--- config.mk ---
export PLATFORM = sky130hd
export DESIGN_NAME = sha1_stream_hasher_core
export DESIGN_NICKNAME = d
export VERILOG_FILES = /design/src/design/sha1sh_pkg.sv /design/src/design/sha1_stream_hasher_core.sv
export SDC_FILE = /design/constraint.sdc
export NUM_CORES = 2
export LEC_CHECK = 0
export ABC_AREA = 1
export BUFFER_PORTS_ARGS = -buffer_cell sky130_fd_sc_hd__buf_2
export CAP_MARGIN = 20
export CORE_MARGIN = 3
export CORE_UTILIZATION = 55
export DETAILED_ROUTE_END_ITERATION = 16
export GPL_TIMING_DRIVEN = 1
export PLACE_DENSITY = 0.75
export SLEW_MARGIN = 5
export SYNTH_ARGS = -nofsm -noshare
export SYNTH_HDL_FRONTEND = slang
export SYNTH_SLANG_ARGS = --single-unit
--- constraint.sdc ---
create_clock -name clk -period 9.85 [get_ports clk]
set_clock_uncertainty 0.1 [all_clocks]
set_input_delay 1.97 -clock clk [delete_from_list [all_inputs] [get_ports clk]]
set_output_delay 1.97 -clock clk [all_outputs]
set_load 0.02 [all_outputs]
--- src/design/sha1sh_pkg.sv ---
package sha1sh_pkg;

  // initial chaining value
  localparam logic [31:0] H0 = 32'h6745_2301;
  localparam logic [31:0] H1 = 32'hEFCD_AB89;
  localparam logic [31:0] H2 = 32'h98BA_DCFE;
  localparam logic [31:0] H3 = 32'h1032_5476;
  localparam logic [31:0] H4 = 32'hC3D2_E1F0;

  // round constants, one per group of twenty rounds
  localparam logic [31:0] K0 = 32'h5A82_7999;
  localparam logic [31:0] K1 = 32'h6ED9_EBA1;
  localparam logic [31:0] K2 = 32'h8F1B_BCDC;
  localparam logic [31:0] K3 = 32'hCA62_C1D6;

  // padding marker byte in the leading position of a word
  localparam logic [31:0] PAD_WORD = 32'h8000_0000;

  localparam int unsigned WORD_BITS    = 32;
  localparam int unsigned BLOCK_WORDS  = 16;
  localparam int unsigned ROUNDS       = 80;
  localparam int unsigned BYTES_MAX    = 4;

  function automatic logic [31:0] rotl(input logic [31:0] v, input int unsigned s);
    return (v << s) | (v >> (WORD_BITS - s));
  endfunction

endpackage

--- src/design/sha1_stream_hasher_core.sv ---
// a word that does not close a block is stored and the core stays ready; the word that
// fills a block starts the rounds of the single round unit and then a fold of the result;
// no new word is taken until the core is idle again; a last beat adds padding and length
// writes, one or two compressions and a final step that moves out the digest
// reset: synchronous active-high rst loads the initial chaining value, clears the
// length and fill count and drops out_valid; the block buffer is not cleared
module sha1_stream_hasher_core import sha1sh_pkg::*; (
  input  logic        clk,
  input  logic        rst,
  input  logic        in_valid,
  output logic        in_ready,
  input  logic [31:0] data_word,
  input  logic [2:0]  byte_count,
  input  logic        last,
  output logic        out_valid,
  input  logic        out_ready,
  output logic [31:0] digest_word0,
  output logic [31:0] digest_word1,
  output logic [31:0] digest_word2,
  output logic [31:0] digest_word3,
  output logic [31:0] digest_word4
);

  // sequencer states
  //   S_IDLE  take message words
  //   S_PAD   write marker and zero words, one per cycle, then the high length word
  //   S_LEN   write the low length word, start the final compression
  //   S_ROUND one round per cycle through the shared round unit
  //   S_FOLD  add working variables into the chaining value
  //   S_EMIT  move the digest into the output register
  typedef enum logic [2:0] {
    S_IDLE,
    S_PAD,
    S_LEN,
    S_ROUND,
    S_FOLD,
    S_EMIT
  } state_t;

  localparam int unsigned IDX_W = $clog2(BLOCK_WORDS);
  localparam int unsigned RND_W = $clog2(ROUNDS);
  localparam logic [IDX_W-1:0] IDX_LAST = IDX_W'(BLOCK_WORDS - 1);
  localparam logic [IDX_W-1:0] IDX_LEN  = IDX_W'(BLOCK_WORDS - 2);
  localparam logic [RND_W-1:0] RND_END  = RND_W'(ROUNDS - 1);

  state_t            state;
  state_t            ret_state;   // where to go after a compression
  state_t            next_after;  // follow-up state for the current write
  logic [IDX_W-1:0]  widx;        // word fill count of the block buffer
  logic [RND_W-1:0]  rnd;
  logic              marker;      // 0x80 byte already placed
  logic [63:0]       bit_length;
  logic [31:0]       chain [5];
  // block buffer doubles as the message schedule window: during the rounds
  // slot 0 holds w[r] and new schedule words shift in at the top
  logic [31:0]       wbuf [BLOCK_WORDS];
  logic [31:0]       a, b, c, d, e;

  logic              in_fire;
  logic [2:0]        cnt_eff;
  logic [31:0]       last_word;
  logic [31:0]       in_word;
  logic [63:0]       len_sum;
  logic [31:0]       rf, rk, rt, wnew;

  assign in_ready = (state == S_IDLE);
  assign in_fire  = in_valid && in_ready;

  // counts above four, and any count on a word that is not last, take all four bytes
  assign cnt_eff = (!last || byte_count > 3'(BYTES_MAX)) ? 3'(BYTES_MAX) : byte_count;

  // final word: keep the valid leading bytes and drop the marker right behind them;
  // an empty final beat is the marker word alone
  always_comb begin
    case (cnt_eff)
      3'd0:    last_word = PAD_WORD;
      3'd1:    last_word = {data_word[31:24], 24'h80_0000};
      3'd2:    last_word = {data_word[31:16], 16'h8000};
      3'd3:    last_word = {data_word[31:8], 8'h80};
      default: last_word = data_word;
    endcase
  end

  assign in_word    = last ? last_word : data_word;
  assign len_sum    = bit_length + {58'd0, cnt_eff, 3'd0};
  assign next_after = last ? S_PAD : S_IDLE;

  // shared round unit: choice, parity or majority by round group
  always_comb begin
    if (rnd < RND_W'(20)) begin
      rf = (b & c) | (~b & d);
      rk = K0;
    end else if (rnd < RND_W'(40)) begin
      rf = b ^ c ^ d;
      rk = K1;
    end else if (rnd < RND_W'(60)) begin
      rf = (b & c) | (b & d) | (c & d);
      rk = K2;
    end else begin
      rf = b ^ c ^ d;
      rk = K3;
    end
    rt   = rotl(a, 5) + rf + e + rk + wbuf[0];
    wnew = rotl(wbuf[13] ^ wbuf[8] ^ wbuf[2] ^ wbuf[0], 1);
  end

  always_ff @(posedge clk) begin
    if (rst) begin
      state      <= S_IDLE;
      ret_state  <= S_IDLE;
      widx       <= '0;
      rnd        <= '0;
      marker     <= 1'b0;
      bit_length <= '0;
      chain[0]   <= H0;
      chain[1]   <= H1;
      chain[2]   <= H2;
      chain[3]   <= H3;
      chain[4]   <= H4;
      out_valid  <= 1'b0;
    end else begin
      // in S_EMIT a taken digest is replaced by the next one below
      if (out_valid && out_ready && state != S_EMIT) begin
        out_valid <= 1'b0;
      end
      unique case (state)
        S_IDLE: begin
          if (in_fire) begin
            wbuf[widx] <= in_word;
            widx       <= widx + 1'b1;
            bit_length <= len_sum;
            marker     <= (cnt_eff != 3'(BYTES_MAX));
            // the sixteenth word starts a compression
            if (widx == IDX_LAST) begin
              state     <= S_ROUND;
              ret_state <= next_after;
              rnd       <= '0;
              a <= chain[0];
              b <= chain[1];
              c <= chain[2];
              d <= chain[3];
              e <= chain[4];
            end else begin
              state <= next_after;
            end
          end
        end
        S_PAD: begin
          if (marker && widx == IDX_LEN) begin
            // length goes in the last two words, high word first
            wbuf[IDX_LEN] <= bit_length[63:32];
            widx          <= IDX_LAST;
            state         <= S_LEN;
          end else begin
            wbuf[widx] <= marker ? 32'd0 : PAD_WORD;
            marker     <= 1'b1;
            widx       <= widx + 1'b1;
            // marker landing in the length words spills into a second block
            if (widx == IDX_LAST) begin
              state     <= S_ROUND;
              ret_state <= S_PAD;
              rnd       <= '0;
              a <= chain[0];
              b <= chain[1];
              c <= chain[2];
              d <= chain[3];
              e <= chain[4];
            end
          end
        end
        S_LEN: begin
          wbuf[IDX_LAST] <= bit_length[31:0];
          widx           <= '0;
          state          <= S_ROUND;
          ret_state      <= S_EMIT;
          rnd            <= '0;
          a <= chain[0];
          b <= chain[1];
          c <= chain[2];
          d <= chain[3];
          e <= chain[4];
        end
        S_ROUND: begin
          for (int i = 0; i < BLOCK_WORDS - 1; i++) begin
            wbuf[i] <= wbuf[i+1];
          end
          wbuf[IDX_LAST] <= wnew;
          a   <= rt;
          b   <= a;
          c   <= rotl(b, 30);
          d   <= c;
          e   <= d;
          rnd <= rnd + 1'b1;
          if (rnd == RND_END) begin
            state <= S_FOLD;
          end
        end
        S_FOLD: begin
          chain[0] <= chain[0] + a;
          chain[1] <= chain[1] + b;
          chain[2] <= chain[2] + c;
          chain[3] <= chain[3] + d;
          chain[4] <= chain[4] + e;
          state    <= ret_state;
        end
        S_EMIT: begin
          // wait for the output register to free up, then reinitialize
          if (!out_valid || out_ready) begin
            digest_word0 <= chain[0];
            digest_word1 <= chain[1];
            digest_word2 <= chain[2];
            digest_word3 <= chain[3];
            digest_word4 <= chain[4];
            out_valid    <= 1'b1;
            chain[0]     <= H0;
            chain[1]     <= H1;
            chain[2]     <= H2;
            chain[3]     <= H3;
            chain[4]     <= H4;
            bit_length   <= '0;
            marker       <= 1'b0;
            widx         <= '0;
            state        <= S_IDLE;
          end
        end
        default: begin
          state <= S_IDLE;
        end
      endcase
    end
  end

endmodule

## Word-level counts from Yosys, hierarchy flattened

Memory sizes are Yosys's and may differ from the RTL's.
Index checks and enable logic that the tools add are counted.

| storage, ports and cells | value |
|---|---|
| register bits | 403 |
| bits in writable memories | 672 |
| bits of input ports | 40 |
| output and inout bits | 162 |
| word-level logic and storage cells | 213 |
| memories | 2 |

Memories:

| name | depth | bits a word | rd ports | clocked after Yosys merged registers in | wr ports | RTL line | text |
|---|---|---|---|---|---|---|---|
| wbuf | 16 | 32 | 16 | 0 | 16 | sha1_stream_hasher_core.sv:56 | `logic [31:0] wbuf [BLOCK_WORDS];` |
| chain | 5 | 32 | 5 | 0 | 5 | sha1_stream_hasher_core.sv:53 | `logic [31:0] chain [5];` |

| cells by class | value |
|---|---|
| $add $sub $neg | 12 |
| magnitude comparators | 4 |
| eq/ne operators | 20 |
| muxes and demuxes | 104 |
| bitwise gates (word level) | 30 |
| reductions and logical operators | 24 |

Operator list:

| operator | count |
|---|---|
| 32-bit 2-to-1 mux | 36 |
| 32-bit case mux with 4 select lines | 6 |
| 32-bit adder | 9 |
| 32-bit bitwise XOR | 5 |
| 32-bit bitwise AND | 4 |
| 64-bit 2-to-1 mux | 2 |
| 64-bit case mux with 2 select lines | 1 |
| 32-bit bitwise OR | 3 |
| 64-bit by 6-bit adder with 64-bit output | 1 |
| 1-bit 2-to-1 mux | 35 |
| 32-bit inverter | 1 |
| 32-bit by 1-bit bitwise OR with 32-bit output | 1 |
| 32-bit by 30-bit bitwise OR with 32-bit output | 1 |
| 32-bit by 5-bit bitwise OR with 32-bit output | 1 |
| 32-bit OR reduction | 1 |
| 31-bit 2-to-1 mux | 1 |
| 3-bit 2-to-1 mux | 10 |
| 7-bit case mux with 4 select lines | 1 |
| 7-bit 2-to-1 mux | 3 |
| 3-bit case mux with 6 select lines | 1 |
| 4-bit 2-to-1 mux | 4 |
| 4-bit case mux with 4 select lines | 1 |
| 7-bit by 6-bit < comparator with 1-bit output (second input constant) | 2 |
| 1-bit bitwise OR | 13 |
| 26 further kinds | 51 |

## Longest topological paths before layout

| logic depth | value |
|---|---|
| depth in word-level cells | 11 |
| mapped depth | 30 |

## Worst setup path before layout

No wires, ideal clock.

| timing path | value |
|---|---|
| path kind | input to register |
| start point | input in_valid |
| end point | register a[0], enable pin |
| arrival time | 9016 ps |
| path slack | 51 ps |
| cell stages on the path | 4 |
| path buffers | 0 |
| cells stage by stage | nor2_1 > inv_1 > nand4_1 > nor2_1 |

| between the ends | value |
|---|---|
| longest elaborated chain between the ends | 3 |

Ends and longest elaborated chain:

| element | RTL line | text |
|---|---|---|
| start, declared | sha1_stream_hasher_core.sv:10 | `input logic in_valid,` |
| 1-bit logical AND | sha1_stream_hasher_core.sv:67 | `assign in_fire = in_valid && in_ready;` |
| 2-bit by 1-bit != test with 1-bit output (no source line) | n/a |  |
| 4-bit AND reduction (no source line) | n/a |  |
| end signal, assigned | sha1_stream_hasher_core.sv:138 | `a <= chain[0];` |
| end signal, assigned | sha1_stream_hasher_core.sv:163 | `a <= chain[0];` |
| end signal, assigned | sha1_stream_hasher_core.sv:177 | `a <= chain[0];` |
| end, declared | sha1_stream_hasher_core.sv:57 | `logic [31:0] a, b, c, d, e;` |

Every way passes these cells.
A chain may end at the register's enable or synchronous reset.

## Final worst setup path

| timing path | value |
|---|---|
| start point | register rnd[4] |
| end point | register a[30], data pin |

| between the ends | value |
|---|---|
| longest elaborated chain between the ends | 9 |
| elaborated cells on any way between the ends | 14 |
| those cells by class | add/sub: 4; order compare: 3; mux: 7 |

Ends and longest elaborated chain:

| element | RTL line | text |
|---|---|---|
| start, declared | sha1_stream_hasher_core.sv:50 | `logic [RND_W-1:0] rnd;` |
| start signal, assigned | sha1_stream_hasher_core.sv:193 | `rnd <= rnd + 1'b1;` |
| 7-bit by 6-bit < comparator with 1-bit output | sha1_stream_hasher_core.sv:96 | `end else if (rnd < RND_W'(60)) begin` |
| 32-bit 2-to-1 mux | sha1_stream_hasher_core.sv:96 |  |
| 32-bit 2-to-1 mux | sha1_stream_hasher_core.sv:93 | `end else if (rnd < RND_W'(40)) begin` |
| 32-bit 2-to-1 mux | sha1_stream_hasher_core.sv:90 | `if (rnd < RND_W'(20)) begin` |
| 32-bit adder (2 in series) | sha1_stream_hasher_core.sv:103 | `rt = rotl(a, 5) + rf + e + rk + wbuf[0];` |
| 32-bit adder (*) (2 in series) | sha1_stream_hasher_core.sv:103 |  |
| 32-bit case mux with 4 select lines (*) | sha1_stream_hasher_core.sv:126 | `unique case (state)` |

Mark *: on every way between the ends. The rest lies on a longest branch, timed or not.

==> flow_summary.json <==
{
  "status": "complete, no violations",
  "synth_area_um2": 59300,
  "drcViolationCount": 0,
  "min_path_cells": 0,
  "min_path_type": "register to register",
  "slew-limit-headroom_pct": 28.0,
  "worstHoldEndpoint": "digest_word4[0]$_DFFE_PP_",
  "vias": 48100,
  "gp_congestion": 0.996,
  "final_nets": 7062,
  "cts_root_buffer": "clkbuf_16",
  "max_freq_ghz": 0.154,
  "grt_overflow_total": 0,
  "cts_hold_buf": 0,
  "hp-start": "chain[0][128]$_SDFFCE_PP0P_",
  "num_rows": 119,
  "die-area_um2": 112000,
  "grt_pass1_vias": 45100,
  "ir_drop_uv": 190,
  "clockBufferDepth": 3,
  "grt_pass1_wl_um": 285000,
  "avgSynthCellArea_um2": 9.11,
  "numCtsBuffers": 112,
  "firstDrtPassIters": 6,
  "grt_usage_pct": 34.1,
  "rrSetupSlack_ns": 3.34,
  "clkTransAtPathRegs_ns": 0.07,
  "worstMarginPinSlew_ns": 1.08,
  "maxSlewViolCount": 0,
  "wl_per_cell_um": 23.6,
  "layout-drive-gt1-share_pct": 7.01,
  "worstPathMaxFanout": 35,
  "cts_resized": 0,
  "synth_ff_type": "edfxtp_1",
  "criticalPathCategory": "register to register",
  "p_leak_uw": 0.0262,
  "die_w_um": 334,
  "cts_tree": "done",
  "syn_nets": 6906,
  "worstPathArrival_ns": 6.89,
  "cts_setup_buffers": 0,
  "whs_ns": 0.386,
  "synth.top_cells.by_count": "nand2_1 (2161), edfxtp_1 (992), inv_1 (658)",
  "crit_path_end_kind": "register",
  "synthArstFlopShare_pct": 0,
  "vias_per_cell": 5.89,
  "rsz0062_at_grt": "no",
  "rr_worst_depth": 24,
  "start_util_pct": 55.9,
  "synth_cell_types": 53,
  "cts.sinks": 1071,
  "h-tree-depth": 3,
  "ant_nets": 0,
  "finalHoldViolCount": 0,
  "synth.most_common_cell": "nand2_1",
  "io_pins": 202,
  "powerDensity_nw_per_um2": 234,
  "netlist.area_leader.share_pct": 50.2,
  "drt_iter0_markers": 6214,
  "synth-seq-area-share_pct": 52.9,
  "final_util_pct": 61.8,
  "synthesis.instances": 6512,
  "area_delta_synth_final_pct": 10.6,
  "synth_edf_count": 992,
  "final.setup.tns_ns": 0,
  "yosys.area.top_type": "edfxtp_1",
  "largest_register_ff_count": 512,
  "antenna_found_initial": 2,
  "yosys_warnings": 0,
  "drt-total-wl_um": 192000,
  "dp_hpwl_um": 142000,
  "drv_cap": 0,
  "synth.top_cells.by_area": "edfxtp_1 (50%), nand2_1 (14%), ha_1 (4.8%)",
  "r2r-start": "rnd[4]$_SDFFE_PP0P_",
  "start_kind": "register",
  "clk_latency_ns": 0.75,
  "io_buffers": 201,
  "largest_register": "wbuf",
  "grt_max_degree": 233,
  "ys_seq_elements": 1071,
  "worst-endpoint-required_ns": 10.23,
  "reg2reg_to": "a[30]$_DFFE_PP_",
  "die_h_um": 334,
  "core_area_um2": 106000,
  "setup_violations": 0,
  "fin_crit_ns": 6.51,
  "top_regs": "wbuf x512, chain x160, bit_length x61",
  "post-route-period-util_pct": 66.1
}
## critical path: stages, from the launching register on
cell	delay [ns]
dfxtp_1	0.44
nand2_1	0.18
nand3_1	0.32
nand2_1	0.09
buf_4	0.27
inv_1	0.20
nor2_1	0.10
inv_2	0.53
o22ai_1	0.14
a21oi_1	0.39
fa_1	0.53
fa_1	0.53
inv_1	0.06
fa_1	0.50
inv_1	0.04
ha_1	0.40
nand2_1	0.15
nor2_1	0.23
nand3_1	0.12
o21ai_0	0.44
nand2_1	0.18
nand2_1	0.10
nand2_1	0.05
nand3_1	0.08
nand2_1	0.06
## logic make-up (layout without fill, tap and decap cells)
| family | after synthesis | in the layout | share of synthesized area [%] |
|---|---|---|---|
| XOR/XNOR | 125 | 125 | 1.85 |
| adder cells (fa/ha/maj) | 354 | 354 | 9.06 |
| flip-flops | 1071 | 1071 | 52.9 |
| AO/OA/AOI/OAI | 988 | 988 | 9.44 |
| other | 0 | 1 | 0 |
| AND/OR/NAND/NOR | 3109 | 3109 | 21.1 |
| buffers and inverters | 865 | 1116 | 5.64 |
## stage by stage
step                      instances  cell area [um^2]  total power, uW  worst slack [ns]
after CTS                      8154             65600            15300              3.50
final                          8155             65600            15400              3.34
after global routing           8154             65600            16100              3.00
after global placement         7945             61800            10900              3.61
after detailed placement       7945             61800            10900              3.55
after floorplan                6512             59300             9250            0.0510
## cell type report
cell class                 instances  area, um^2
clock buffer                     136        2910
multi-input combinational       4576       24900
fill                            8839       40600
sequential                      1071       31400
tap                             1391        1740
antenna                            1        2.50
timing repair buffer             241        1360
inverter                         666        2510
clock inverter                    73         862
## report_power, final
part	total, uW	internal, uW	switching [uW]
combinational	4980	1520	3470
clock	4430	2510	1920
sequential	5960	5580	379
## how the worst max path moves through the flow
| stage | from | cells after the start | slack (ns) | end |
|---|---|---|---|---|
| 2_1_floorplan | in_valid | 4 | 0.05 | a[0]$_DFFE_PP_ |
| 3_3_place_gp | rnd[4]$_SDFFE_PP0P_ | 24 | 3.61 | a[30]$_DFFE_PP_ |
| 3_5_place_dp | rnd[4]$_SDFFE_PP0P_ | 24 | 3.55 | a[30]$_DFFE_PP_ |
| 4_1_cts | rnd[4]$_SDFFE_PP0P_ | 23 | 3.50 | a[31]$_DFFE_PP_ |
| 5_1_grt | rnd[4]$_SDFFE_PP0P_ | 24 | 3.00 | a[30]$_DFFE_PP_ |
| 6_report | rnd[4]$_SDFFE_PP0P_ | 24 | 3.34 | a[30]$_DFFE_PP_ |
## metal layers
layer	routed length, um	track usage (%)	up-vias
met2	87500	53.8	2545
met1	76300	46.4	22900
li1	-	-	22200
met5	10	0	-
met3	18600	5.87	450
met4	9990	15.5	2
## cell usage in the layout (no fill, tap or decap), types with 72 or more instances in the layout
| cell type | n |
|---|---|
| fa_1 | 126 |
| a21oi_1 | 404 |
| o211ai_1 | 72 |
| inv_1 | 657 |
| dfxtp_1 | 79 |
| nor2_1 | 438 |
| xnor2_1 | 113 |
| nand3_1 | 281 |
| nand4_1 | 87 |
| o21ai_0 | 309 |
| edfxtp_1 | 992 |
| ha_1 | 228 |
| nand2_1 | 2160 |
| buf_2 | 201 |
| clkbuf_16 | 112 |
Note: power is estimated with default switching activity, not from simulation.
